--- src/sv/bdlp_pkg.sv ---
// Shared types and constants of the button debouncer with long press and auto-repeat.
`timescale 1ns / 1ps

package bdlp_pkg;

    typedef enum logic [2:0] {
        EV_NONE          = 3'd0,
        EV_PRESSED       = 3'd1,
        EV_CLICK         = 3'd2,
        EV_RELEASED_LONG = 3'd3,
        EV_LONG          = 3'd4,
        EV_REPEAT        = 3'd5
    } event_t;

    typedef enum logic [1:0] {
        REG_DEBOUNCE   = 2'd0,
        REG_LONG_PRESS = 2'd1,
        REG_REPEAT     = 2'd2,
        REG_ACTIVE     = 2'd3
    } reg_index_t;

    localparam logic [15:0] DEBOUNCE_RESET   = 16'd50;
    localparam logic [15:0] LONG_PRESS_RESET = 16'd1000;
    localparam logic [15:0] REPEAT_RESET     = 16'd200;
    localparam logic        ACTIVE_RESET     = 1'b0;

    typedef struct packed {
        logic [15:0] debounce_ms;
        logic [15:0] long_press_ms;
        logic [15:0] repeat_ms;
        logic        active_level;
    } cfg_t;

    typedef struct packed {
        logic        last_raw;
        logic [31:0] edge_time;
        logic        stable_pressed;
        logic [31:0] press_start;
        logic [31:0] repeat_time;
        logic        long_active;
    } btn_state_t;

    localparam btn_state_t BTN_STATE_RESET = '{
        last_raw:       ~ACTIVE_RESET,
        edge_time:      32'd0,
        stable_pressed: 1'b0,
        press_start:    32'd0,
        repeat_time:    32'd0,
        long_active:    1'b1
    };

    typedef struct packed {
        event_t event_code;
        logic   is_pressed;
        logic   state_changed;
    } eval_result_t;

endpackage

--- src/sv/bdlp_poll_if.sv ---
// Poll channel carrying one raw button sample per item.
`timescale 1ns / 1ps

interface bdlp_poll_if;
    logic        valid;
    logic        ready;
    logic [2:0]  button_index;
    logic        pin_level;
    logic [31:0] now_ms;

    modport source (output valid, output button_index, output pin_level, output now_ms,
                    input ready);
    modport sink (input valid, input button_index, input pin_level, input now_ms,
                  output ready);
endinterface

--- src/sv/bdlp_result_if.sv ---
// Result channel carrying one button event per item.
`timescale 1ns / 1ps

interface bdlp_result_if;
    logic       valid;
    logic       ready;
    logic [2:0] button_id;
    logic [2:0] event_code;
    logic       is_pressed;
    logic       state_changed;

    modport source (output valid, output button_id, output event_code, output is_pressed,
                    output state_changed, input ready);
    modport sink (input valid, input button_id, input event_code, input is_pressed,
                  input state_changed, output ready);
endinterface

--- src/sv/bdlp_cfg_if.sv ---
// Configuration write channel with register index and write data.
`timescale 1ns / 1ps

interface bdlp_cfg_if;
    logic        valid;
    logic        ready;
    logic [1:0]  index;
    logic [15:0] data;

    modport source (output valid, output index, output data, input ready);
    modport sink (input valid, input index, input data, output ready);
endinterface

--- src/sv/bdlp_cfg_regs.sv ---
// Configuration registers shared by all buttons.
`timescale 1ns / 1ps

module bdlp_cfg_regs
    import bdlp_pkg::*;
(
    input  logic           clk,
    input  logic           rst_n,
    bdlp_cfg_if.sink       cfg,
    output cfg_t           settings
);

    cfg_t cfg_reg;

    assign cfg.ready = 1'b1;
    assign settings  = cfg_reg;

    always_ff @(posedge clk or negedge rst_n)
    begin
        if (!rst_n)
        begin
            cfg_reg.debounce_ms   <= DEBOUNCE_RESET;
            cfg_reg.long_press_ms <= LONG_PRESS_RESET;
            cfg_reg.repeat_ms     <= REPEAT_RESET;
            cfg_reg.active_level  <= ACTIVE_RESET;
        end
        else if (cfg.valid)
        begin
            unique case (reg_index_t'(cfg.index))
                REG_DEBOUNCE:   cfg_reg.debounce_ms   <= cfg.data;
                REG_LONG_PRESS: cfg_reg.long_press_ms <= cfg.data;
                REG_REPEAT:     cfg_reg.repeat_ms     <= cfg.data;
                REG_ACTIVE:     cfg_reg.active_level  <= cfg.data[0];
                default:        cfg_reg.active_level  <= cfg_reg.active_level;
            endcase
        end
    end

endmodule

--- src/sv/bdlp_state_store.sv ---
// Per-button state registers with one read and one write address.
`timescale 1ns / 1ps

module bdlp_state_store
    import bdlp_pkg::*;
#(
    parameter int BUTTONS = 8,
    parameter int IDX_W   = 3
)
(
    input  logic             clk,
    input  logic             rst_n,
    input  logic [IDX_W-1:0] rd_index,
    output btn_state_t       rd_state,
    input  logic             wr_en,
    input  logic [IDX_W-1:0] wr_index,
    input  btn_state_t       wr_state
);

    btn_state_t state_reg [BUTTONS];

    assign rd_state = state_reg[rd_index];

    always_ff @(posedge clk or negedge rst_n)
    begin
        if (!rst_n)
        begin
            for (int b = 0; b < BUTTONS; b++)
            begin
                state_reg[b] <= BTN_STATE_RESET;
            end
        end
        else if (wr_en)
        begin
            state_reg[wr_index] <= wr_state;
        end
    end

endmodule

--- src/sv/bdlp_eval.sv ---
// Debounce and event decision for one poll of one button.
`timescale 1ns / 1ps

module bdlp_eval
    import bdlp_pkg::*;
(
    input  cfg_t         settings,
    input  btn_state_t   cur,
    input  logic         pin_level,
    input  logic [31:0]  now_ms,
    output btn_state_t   nxt,
    output eval_result_t res
);

    logic [31:0] edge_next;
    logic [31:0] since_edge;
    logic [31:0] since_press;
    logic [31:0] since_repeat;
    logic        lvl;
    logic        changed;
    logic        pressed_now;
    btn_state_t  mid;

    always_comb
    begin
        edge_next  = (pin_level != cur.last_raw) ? now_ms : cur.edge_time;
        since_edge = now_ms - edge_next;
        lvl        = (pin_level == settings.active_level);
        changed    = (since_edge >= 32'(settings.debounce_ms)) && (lvl != cur.stable_pressed);
        pressed_now = changed && lvl;

        mid                = cur;
        mid.last_raw       = pin_level;
        mid.edge_time      = edge_next;
        mid.stable_pressed = changed ? lvl : cur.stable_pressed;
        if (pressed_now)
        begin
            mid.press_start = now_ms;
            mid.long_active = 1'b0;
            mid.repeat_time = 32'd0;
        end

        since_press  = now_ms - cur.press_start;
        since_repeat = now_ms - cur.repeat_time;

        nxt               = mid;
        res.event_code    = EV_NONE;
        res.is_pressed    = mid.stable_pressed;
        res.state_changed = changed;

        if (changed)
        begin
            if (mid.stable_pressed)
            begin
                res.event_code = EV_PRESSED;
            end
            else
            begin
                res.event_code = mid.long_active ? EV_RELEASED_LONG : EV_CLICK;
            end
        end
        else if (mid.stable_pressed)
        begin
            if (!mid.long_active)
            begin
                if (since_press >= 32'(settings.long_press_ms))
                begin
                    nxt.long_active = 1'b1;
                    nxt.repeat_time = now_ms;
                    res.event_code  = EV_LONG;
                end
            end
            else if (since_repeat >= 32'(settings.repeat_ms))
            begin
                nxt.repeat_time = now_ms;
                res.event_code  = EV_REPEAT;
            end
        end
    end

endmodule

--- src/sv/button_debounce_long_press.sv ---
// Top level of the polling button debouncer with long press and auto-repeat.
//
//   Channel  Dir  Handshake      Payload
//   poll     in   valid/ready    button_index, pin_level, now_ms
//   result   out  valid/ready    button_id, event_code, is_pressed, state_changed
//   cfg      in   valid/ready    index, data (always ready)
//
// Each item passes from acceptance into the poll register, and from there through the
// state read-modify-write into the result register.
// A new item is accepted every cycle unless the result stalls; the per-button state is written as the item
// leaves the poll register, so back-to-back polls of one button see fresh state.
// Reset restores every button's state and the settings to their defaults at once.
// A stalled result holds, and the poll register still accepts one item behind it.
`timescale 1ns / 1ps

module button_debounce_long_press
    import bdlp_pkg::*;
#(
    parameter int BUTTONS = 8
)
(
    input  logic            clk,
    input  logic            rst_n,
    bdlp_poll_if.sink       poll,
    bdlp_result_if.source   result,
    bdlp_cfg_if.sink        cfg
);

    localparam int IDX_W = (BUTTONS > 1) ? $clog2(BUTTONS) : 1;

    cfg_t         settings;
    btn_state_t   cur_state;
    btn_state_t   new_state;
    eval_result_t eval_res;

    logic        s1_valid_reg;
    logic [2:0]  s1_index_reg;
    logic        s1_pin_reg;
    logic [31:0] s1_now_reg;

    logic        out_valid_reg;
    logic [2:0]  out_id_reg;
    logic [2:0]  out_event_reg;
    logic        out_pressed_reg;
    logic        out_changed_reg;

    logic             advance;
    logic             index_ok;
    logic [IDX_W-1:0] slot;

    assign advance     = !out_valid_reg || result.ready;
    assign poll.ready  = !s1_valid_reg || advance;
    assign index_ok    = (32'(s1_index_reg) < BUTTONS);
    assign slot        = IDX_W'(s1_index_reg);

    assign result.valid         = out_valid_reg;
    assign result.button_id     = out_id_reg;
    assign result.event_code    = out_event_reg;
    assign result.is_pressed    = out_pressed_reg;
    assign result.state_changed = out_changed_reg;

    bdlp_cfg_regs u_cfg_regs (
        .clk      (clk),
        .rst_n    (rst_n),
        .cfg      (cfg),
        .settings (settings)
    );

    bdlp_state_store #(
        .BUTTONS (BUTTONS),
        .IDX_W   (IDX_W)
    ) u_state_store (
        .clk      (clk),
        .rst_n    (rst_n),
        .rd_index (slot),
        .rd_state (cur_state),
        .wr_en    (advance && s1_valid_reg && index_ok),
        .wr_index (slot),
        .wr_state (new_state)
    );

    bdlp_eval u_eval (
        .settings  (settings),
        .cur       (cur_state),
        .pin_level (s1_pin_reg),
        .now_ms    (s1_now_reg),
        .nxt       (new_state),
        .res       (eval_res)
    );

    always_ff @(posedge clk or negedge rst_n)
    begin
        if (!rst_n)
        begin
            s1_valid_reg <= 1'b0;
        end
        else if (poll.ready)
        begin
            s1_valid_reg <= poll.valid;
        end
    end

    always_ff @(posedge clk)
    begin
        if (poll.ready && poll.valid)
        begin
            s1_index_reg <= poll.button_index;
            s1_pin_reg   <= poll.pin_level;
            s1_now_reg   <= poll.now_ms;
        end
    end

    always_ff @(posedge clk or negedge rst_n)
    begin
        if (!rst_n)
        begin
            out_valid_reg <= 1'b0;
        end
        else if (advance)
        begin
            out_valid_reg <= s1_valid_reg;
        end
    end

    always_ff @(posedge clk)
    begin
        if (advance && s1_valid_reg)
        begin
            out_id_reg <= s1_index_reg;
            if (index_ok)
            begin
                out_event_reg   <= eval_res.event_code;
                out_pressed_reg <= eval_res.is_pressed;
                out_changed_reg <= eval_res.state_changed;
            end
            else
            begin
                out_event_reg   <= EV_NONE;
                out_pressed_reg <= 1'b0;
                out_changed_reg <= 1'b0;
            end
        end
    end

endmodule
--- src/flat_wrapper.sv ---
// flat-port wrapper written by rule: the top's interface ports become plain ports
module button_debounce_long_press_flat import bdlp_pkg::*;
#(
    parameter int BUTTONS = 8
)
  (clk, rst_n, poll_valid, poll_button_index, poll_pin_level, poll_now_ms, poll_ready, result_valid, result_button_id, result_event_code, result_is_pressed, result_state_changed, result_ready, cfg_valid, cfg_index, cfg_data, cfg_ready);
  bdlp_poll_if poll_i ();
  bdlp_result_if result_i ();
  bdlp_cfg_if cfg_i ();
  input  logic clk;
  input  logic rst_n;
  input wire logic [$bits(poll_i.valid)-1:0] poll_valid;
  input wire logic [$bits(poll_i.button_index)-1:0] poll_button_index;
  input wire logic [$bits(poll_i.pin_level)-1:0] poll_pin_level;
  input wire logic [$bits(poll_i.now_ms)-1:0] poll_now_ms;
  output wire logic [$bits(poll_i.ready)-1:0] poll_ready;
  output wire logic [$bits(result_i.valid)-1:0] result_valid;
  output wire logic [$bits(result_i.button_id)-1:0] result_button_id;
  output wire logic [$bits(result_i.event_code)-1:0] result_event_code;
  output wire logic [$bits(result_i.is_pressed)-1:0] result_is_pressed;
  output wire logic [$bits(result_i.state_changed)-1:0] result_state_changed;
  input wire logic [$bits(result_i.ready)-1:0] result_ready;
  input wire logic [$bits(cfg_i.valid)-1:0] cfg_valid;
  input wire logic [$bits(cfg_i.index)-1:0] cfg_index;
  input wire logic [$bits(cfg_i.data)-1:0] cfg_data;
  output wire logic [$bits(cfg_i.ready)-1:0] cfg_ready;
  assign poll_i.valid = poll_valid;
  assign poll_i.button_index = poll_button_index;
  assign poll_i.pin_level = poll_pin_level;
  assign poll_i.now_ms = poll_now_ms;
  assign poll_ready = poll_i.ready;
  assign result_valid = result_i.valid;
  assign result_button_id = result_i.button_id;
  assign result_event_code = result_i.event_code;
  assign result_is_pressed = result_i.is_pressed;
  assign result_state_changed = result_i.state_changed;
  assign result_i.ready = result_ready;
  assign cfg_i.valid = cfg_valid;
  assign cfg_i.index = cfg_index;
  assign cfg_i.data = cfg_data;
  assign cfg_ready = cfg_i.ready;
  button_debounce_long_press #(.BUTTONS(BUTTONS)) u_core (.clk(clk), .rst_n(rst_n), .poll(poll_i), .result(result_i), .cfg(cfg_i));
endmodule
--- config.mk ---
export PLATFORM = sky130hd
export DESIGN_NAME = button_debounce_long_press_flat
export DESIGN_NICKNAME = d
export VERILOG_FILES = /design/src/sv/bdlp_pkg.sv /design/src/sv/bdlp_poll_if.sv /design/src/sv/bdlp_result_if.sv /design/src/sv/bdlp_cfg_if.sv /design/src/sv/bdlp_cfg_regs.sv /design/src/sv/bdlp_state_store.sv /design/src/sv/bdlp_eval.sv /design/src/sv/button_debounce_long_press.sv /design/src/flat_wrapper.sv
export SDC_FILE = /design/constraint.sdc
export NUM_CORES = 2
export LEC_CHECK = 0
export ABC_CLOCK_PERIOD_IN_PS = 12150
export BUFFER_PORTS_ARGS = -buffer_cell sky130_fd_sc_hd__clkbuf_2
export CORE_ASPECT_RATIO = 2
export CORE_MARGIN = 1.5
export CORE_UTILIZATION = 56
export CTS_BUF_LIST = sky130_fd_sc_hd__clkbuf_2 sky130_fd_sc_hd__clkbuf_4 sky130_fd_sc_hd__clkbuf_8
export DETAILED_ROUTE_END_ITERATION = 16
export MAX_ROUTING_LAYER = met4
export PLACE_DENSITY = 0.7
export SLEW_MARGIN = 20
export SYNTH_ARGS = -nofsm -noshare
export SYNTH_HDL_FRONTEND = slang
export SYNTH_SLANG_ARGS = --single-unit
--- constraint.sdc ---
create_clock -name clk -period 12.15 [get_ports clk]
set_input_delay 0.6075 -clock clk [delete_from_list [all_inputs] [get_ports clk]]
set_output_delay 0.6075 -clock clk [all_outputs]
set_load 0.03 [all_outputs]
Yosys cells after proc, flatten, opt, wreduce, memory -nomap -nowiden --
Cells that the tools add are included.
Operators by class: add/subtract/negate cells 3, $lt $le $gt $ge 5, eq/ne operators 6, mux-type cells 22, bitwise gates (word level) 1, reduce and logical (&&, ||, !) cells 14
Operators with widths (count):
- bitwise mux 792 bit | 1
- binary-select mux 99 bit (select 3 bit) | 1
- demux 99 bit (select 3 bit) | 1
- 2-to-1 mux 99 bit | 3
- 2-to-1 mux 33 bit | 3
- >= comparator 32 x 16 -> 1 bit | 3
- 2-to-1 mux 32 bit | 3
- subtractor 32 bit | 3
- 2-to-1 mux 65 bit | 1
- 2-to-1 mux 3 bit | 5
- AND reduction 2 bit | 4
- logical AND 1 bit | 5
- == test 2 bit (second input constant) | 2
- >= comparator 4 bit (second input constant) | 1
- less-than comparator 4 x 1 -> 1 bit (second input constant) | 1
- inverter 3 -> 4 bit | 1
- 2-to-1 mux 1 bit | 3
- == test 2 x 1 -> 1 bit (second input constant) | 1
- logical NOT 1 bit | 2
- logical NOT 2 bit | 1
- logical OR 1 bit | 2
- 2-to-1 mux 2 bit | 1
- != test 1 bit | 2
- == test 1 bit | 1
Storage, ports and cells: bits in registers 887, input port bits 59, output and inout bits 11, word-level logic and storage cells 112

Logic depth before layout (Yosys ltp) --
depth in word-level cells 16, gate-level depth with buffers 39, depth with buffers taken out 32

By module --
A second synthesis with hierarchy kept.
Second synthesis, totals: cells, all modules 3583, area, all modules 47459.3 µm²
Modules (own cells, without submodules):
- bdlp_state_store | instances 1, cells each 2031, area each 35210.0 µm², seq. area each 19839.0 µm²
- bdlp_eval | instances 1, cells each 1393, area each 8941.1 µm², seq. area each 0.0 µm²
- bdlp_cfg_regs | instances 1, cells each 107, area each 1883.1 µm², seq. area each 1241.2 µm²
- button_debounce_long_press | instances 1, cells each 52, area each 1425.1 µm², seq. area each 1371.3 µm²

Least setup slack after synthesis --
OpenSTA, ideal clock, no wires.
path kind register to register, from register u_core.s1_index_reg[1], to register u_core.u_state_store.state_reg[131] in the netlist's numbering, library setup time 0.130 ns, arrival time 7.581 ns, data required time 12.020 ns, slack 4.439 ns, cell stages (with the launch flop) 38, buffers on the path 8, cells stage by stage edfxtp_1 > buf_2 > buf_2 > buf_1 > nor3_1 > clkbuf_1 > clkbuf_1 > buf_1 > a22o_1 > a221oi_1 > nand4_1 > o21ai_1 > ha_1 > a21o_1 > nor4b_1 > a221oi_2 > nor3_2 > nor2_1 > [2 not listed] > a21oi_1 > xnor2_1 > ha_1 > a21o_1 > a21o_1 > a21oi_1 > nor2_1 > a2111oi_0 > nand4_1 > nor4_1 > o2111ai_1 > nor4_4 > a31oi_1 > nand3b_1 > buf_6 > buf_8 > mux2i_4 > o21ai_2
Between the ends: word-level cells in the longest chain between the ends 16
Ends and longest elaborated chain:
- from (decl) | line button_debounce_long_press.sv:37 | logic [2:0] s1_index_reg;
- from (signal assigned) | line button_debounce_long_press.sv:107 | s1_index_reg <= poll.button_index;
- inverter 3 -> 4 bit (implied by the code) (*) | line bdlp_state_store.sv:22, bdlp_state_store.sv:35
- binary-select mux 99 bit (select 3 bit) | line bdlp_state_store.sv:22 | assign rd_state = state_reg[rd_index];
- 2-to-1 mux 99 bit (implied by the code) (2 in series) | line bdlp_state_store.sv:22
- != test 1 bit | line bdlp_eval.sv:26 | edge_next = (pin_level != cur.last_raw) ? now_ms : cur.edge_time;
- 2-to-1 mux 32 bit | line bdlp_eval.sv:26
- subtractor 32 bit | line bdlp_eval.sv:27 | since_edge = now_ms - edge_next;
- >= comparator 32 x 16 -> 1 bit | line bdlp_eval.sv:29 | changed = (since_edge >= 32'(settings.debounce_ms)) && (lvl != cur.stable_pressed);
- logical AND 1 bit | line bdlp_eval.sv:29
- logical AND 1 bit | line bdlp_eval.sv:30 | pressed_now = changed && lvl;
- 2-to-1 mux 65 bit | line bdlp_eval.sv:36 | if (pressed_now)
- 2-to-1 mux 33 bit or 2-to-1 mux 32 bit (tied branches) | line bdlp_eval.sv:66, bdlp_eval.sv:73
- 2-to-1 mux 32 bit | line bdlp_eval.sv:64 | if (!mid.long_active)
- 2-to-1 mux 33 bit | line bdlp_eval.sv:62 | else if (mid.stable_pressed)
- 2-to-1 mux 33 bit | line bdlp_eval.sv:51 | if (changed)
- bitwise mux 792 bit (*) | line bdlp_state_store.sv:35 | state_reg[wr_index] <= wr_state;
- to (signal, indexed assignment) | line bdlp_state_store.sv:35
- to (decl) | line bdlp_state_store.sv:20 | btn_state_t state_reg [BUTTONS];
Every way passes the cells marked *; elsewhere a longest branch is shown, timed or not. The select of a mux whose other input is x is not followed. A chain may end at the register's enable or synchronous reset.

==> flow_summary.ini <==
[clock_tree]
buffer_levels_on_the_longest_clock_path = 3
clock_tree_from_tritoncts = done
root_buffer = sky130_fd_sc_hd__clkbuf_8
cts_hold_buf = 41
clk_pin_slew_ns = 0.07
cts-htree-levels = 3
worst_skew_pair.late_latency_ns = 0.85
total_of_cells_resized_after_clock_tree_synthesis = 0
cts_setup_buffers = 0
clock-sinks = 887
numCtsBuffers = 119

[final_layout]
layout_commonest_cell = sky130_fd_sc_hd__dfrtp_1
finish.cell_count_without_fillers = 5495
seqCellArea_sq_um = 22500
syn2layout_area_growth_pct = 9.41
layout.filler_cells = 6673
fraction_of_layout_cells_with_a_size_suffix_above_1 = 0.184
final_nets = 4557
largest_register_ff_count = 792
mostFrequentLayoutCells = 815 x sky130_fd_sc_hd__dfrtp_1, 618 x sky130_fd_sc_hd__nand2_1, 344 x sky130_fd_sc_hd__o21ai_0
layout.cell_area.non_filler_sq_um = 49300
final_core_utilization = 0.616
multi_input_area_sq_um = 21100

[global_route]
pin_count_of_the_biggest_net_entering_global_routing = 185
initial_antenna_violation_count = 1
grt_pass1_vias = 35900
gr_usage_total = 0.359
grt_pass1_wl_um = 216000
globalRouteOverflowTotal = 0

[logic_synthesis]
synth-edff-count = 44
ys_seq_elements = 887
syn_area_sq_um = 45100
ys_seq_area_frac = 0.498
syn-num-nets = 4539
synth.lib_cells_used.distinct = 100
yosys_warnings = 0
ys_async_sr_fraction = 0.950
synthesis.area_per_instance_sq_um = 10.4
number_of_standard_cells_after_synthesis = 4338
flip_flop_cell_with_the_highest_count_after_synthesis = sky130_fd_sc_hd__dfrtp_1

[timing]
setup_slack_ns = 2.00
holdWs_ns = 0.0871
timing.final.crit_share = 0.835
final-setup-viol-count = 0
max_freq_ghz = 0.0985
timing_max_transition_violations_final = 0
grt_setup_unrepaired = no
tightest_slew_ns = 1.19
tns_ns = 0
min_period_ns = 10.15
final.setup_skew_ns = 0.0206
maxSlewHeadroom = 0.204
hold_viol_final = 0

[routing]
detailed_route_wl_um = 141000
avgRoutedWirePerCell_um = 25.7
dr.pass1.iters = 8
detail_route.iter0.violations = 2616
viasPerCell = 6.41
via_count = 35200
postRouteAntennaNets = 0
drc = 0

[floorplanning]
chipHeight_um = 404
design.die.area_sq_um = 82300
core_area_sq_um = 80000
rows = 147
ios = 70
starting_density_of_the_core = 0.563
die_w_um = 204

[placed_design]
place_worst_setup_slack_ns = 2.21
globalplace.congestion = 1.06
hpwl_um = 93400
placed_cell_area_sq_um = 46300
buffer_ports.inserted = 68
placed_cells = 5236

[pwr]
total_power_mw = 11.3
vdd_drop_max_mv = 0.104
power.static_leakage_nw = 21.5
cellPowerDensity_nw_per_um2 = 230

[setup_path]
slowest_stage_delay_on_critical_path_ns = 0.79
timing.critical_path.required_ns = 12.87
critical_path.top_delay_family = compound AO/OA/AOI/OAI gates
critical_path_peak_fanout = 33
cpMaxStageDelayCell = sky130_fd_sc_hd__edfxtp_1
cp-start-kind = flip-flop
worstSetupEndpointType = flip-flop
worst-endpoint-arrival_ns = 10.87
path_buf_inv = 7
worstSetupPathType = reg -> reg

[hold_path]
hp-class = in -> reg

[job]
maxCapViolCount = 0

[run_status]
outcome = finished clean
where the power goes:
part	leakage (nW)	switching, mW	internal (mW)
combinational	8.85	2.58	1.68
sequential	11.2	0.586	4.04
clock	1.39	1.14	1.31
total	21.5	4.30	7.03
cells in the mapped netlist, drive strengths merged, types with 25 or more instances:
| cell type | number | area share |
|---|---|---|
| a21o | 54 | 0.0090 |
| a21oi | 157 | 0.017 |
| a221oi | 49 | 0.0098 |
| a22o | 40 | 0.0078 |
| a22oi | 288 | 0.048 |
| and3 | 25 | 0.0035 |
| and4 | 55 | 0.011 |
| buf | 38 | 0.0050 |
| clkbuf | 246 | 0.020 |
| dfrtp | 815 | 0.45 |
| dfstp | 28 | 0.016 |
| edfxtp | 44 | 0.029 |
| ha | 139 | 0.039 |
| inv | 125 | 0.010 |
| mux2 | 311 | 0.078 |
| mux2i | 84 | 0.033 |
| nand2 | 626 | 0.052 |
| nand3 | 32 | 0.0037 |
| nand4 | 56 | 0.0078 |
| nor2 | 122 | 0.010 |
| nor3 | 29 | 0.0033 |
| o21ai | 621 | 0.070 |
| xnor2 | 38 | 0.0078 |
cells by family (layout without fill, tap and decap cells):
kind of cell	after synthesis	count (layout)	share of synthesized area
flip-flops	887	887	0.498
buffers and inverters	409	521	0.0359
XOR/XNOR	61	61	0.0124
multiplexers	397	397	0.112
other	1	3	0.0000832
adder cells (fa/ha/maj)	142	142	0.0399
AO/OA/AOI/OAI	1376	1376	0.192
AND/OR/NAND/NOR	1065	1065	0.110
worst reg2reg max path, delay by kind of cell, from the launching register on:
family	cells	cell delay (ns)
simple gates	8	2.10
flops	1	0.79
buf+inv	7	1.99
fa+ha+maj	2	0.53
compound gates	12	2.85
mux	3	1.24
xor+xnor	2	0.54
worst paths after layout:
check                      slack [ns]                                       startpoint  depth (start not counted)                                         endpoint
max                              2.00                 u_core.s1_index_reg[0]$_DFFE_PP_                         34  u_core.u_state_store.state_reg[540]$_DFFE_PN0P_
min                              0.09                                     cfg_data[13]                          3       u_core.u_cfg_regs.settings[46]$_DFFE_PN0P_
max reg2reg                      2.00                 u_core.s1_index_reg[0]$_DFFE_PP_                         34  u_core.u_state_store.state_reg[540]$_DFFE_PN0P_
min reg2reg                      0.48  u_core.u_state_store.state_reg[131]$_DFFE_PN0P_                          2  u_core.u_state_store.state_reg[131]$_DFFE_PN0P_
max in group asynchronous        9.24                                            rst_n                          4    u_core.u_state_store.state_reg[5]$_DFFE_PN0P_
min in group asynchronous        0.36                                            rst_n                          2                  u_core.result.valid$_DFFE_PN0P_
layout make-up:
type | count | share of cell area
flip-flops and latches | 887 | 0.455
multi-input cells | 3042 | 0.429
clock buffers | 196 | 0.0490
repair buffers | 181 | 0.0271
well taps | 1043 | 0.0265
inverters | 125 | 0.00951
clock inverters | 19 | 0.00378
diodes | 2 | 0.000101
metal layers:
| metal | vias to the layer above | part of all wire | GRT usage |
|---|---|---|---|
| li1 | 15900 | - | - |
| met2 | 1242 | 0.50 | 0.603 |
| met5 | - | 0 | - |
| met1 | 17700 | 0.37 | 0.394 |
| met3 | 419 | 0.057 | 0.0524 |
| met4 | 0 | 0.072 | 0.236 |
No activity file was read; power rests on OpenSTA's default activity.
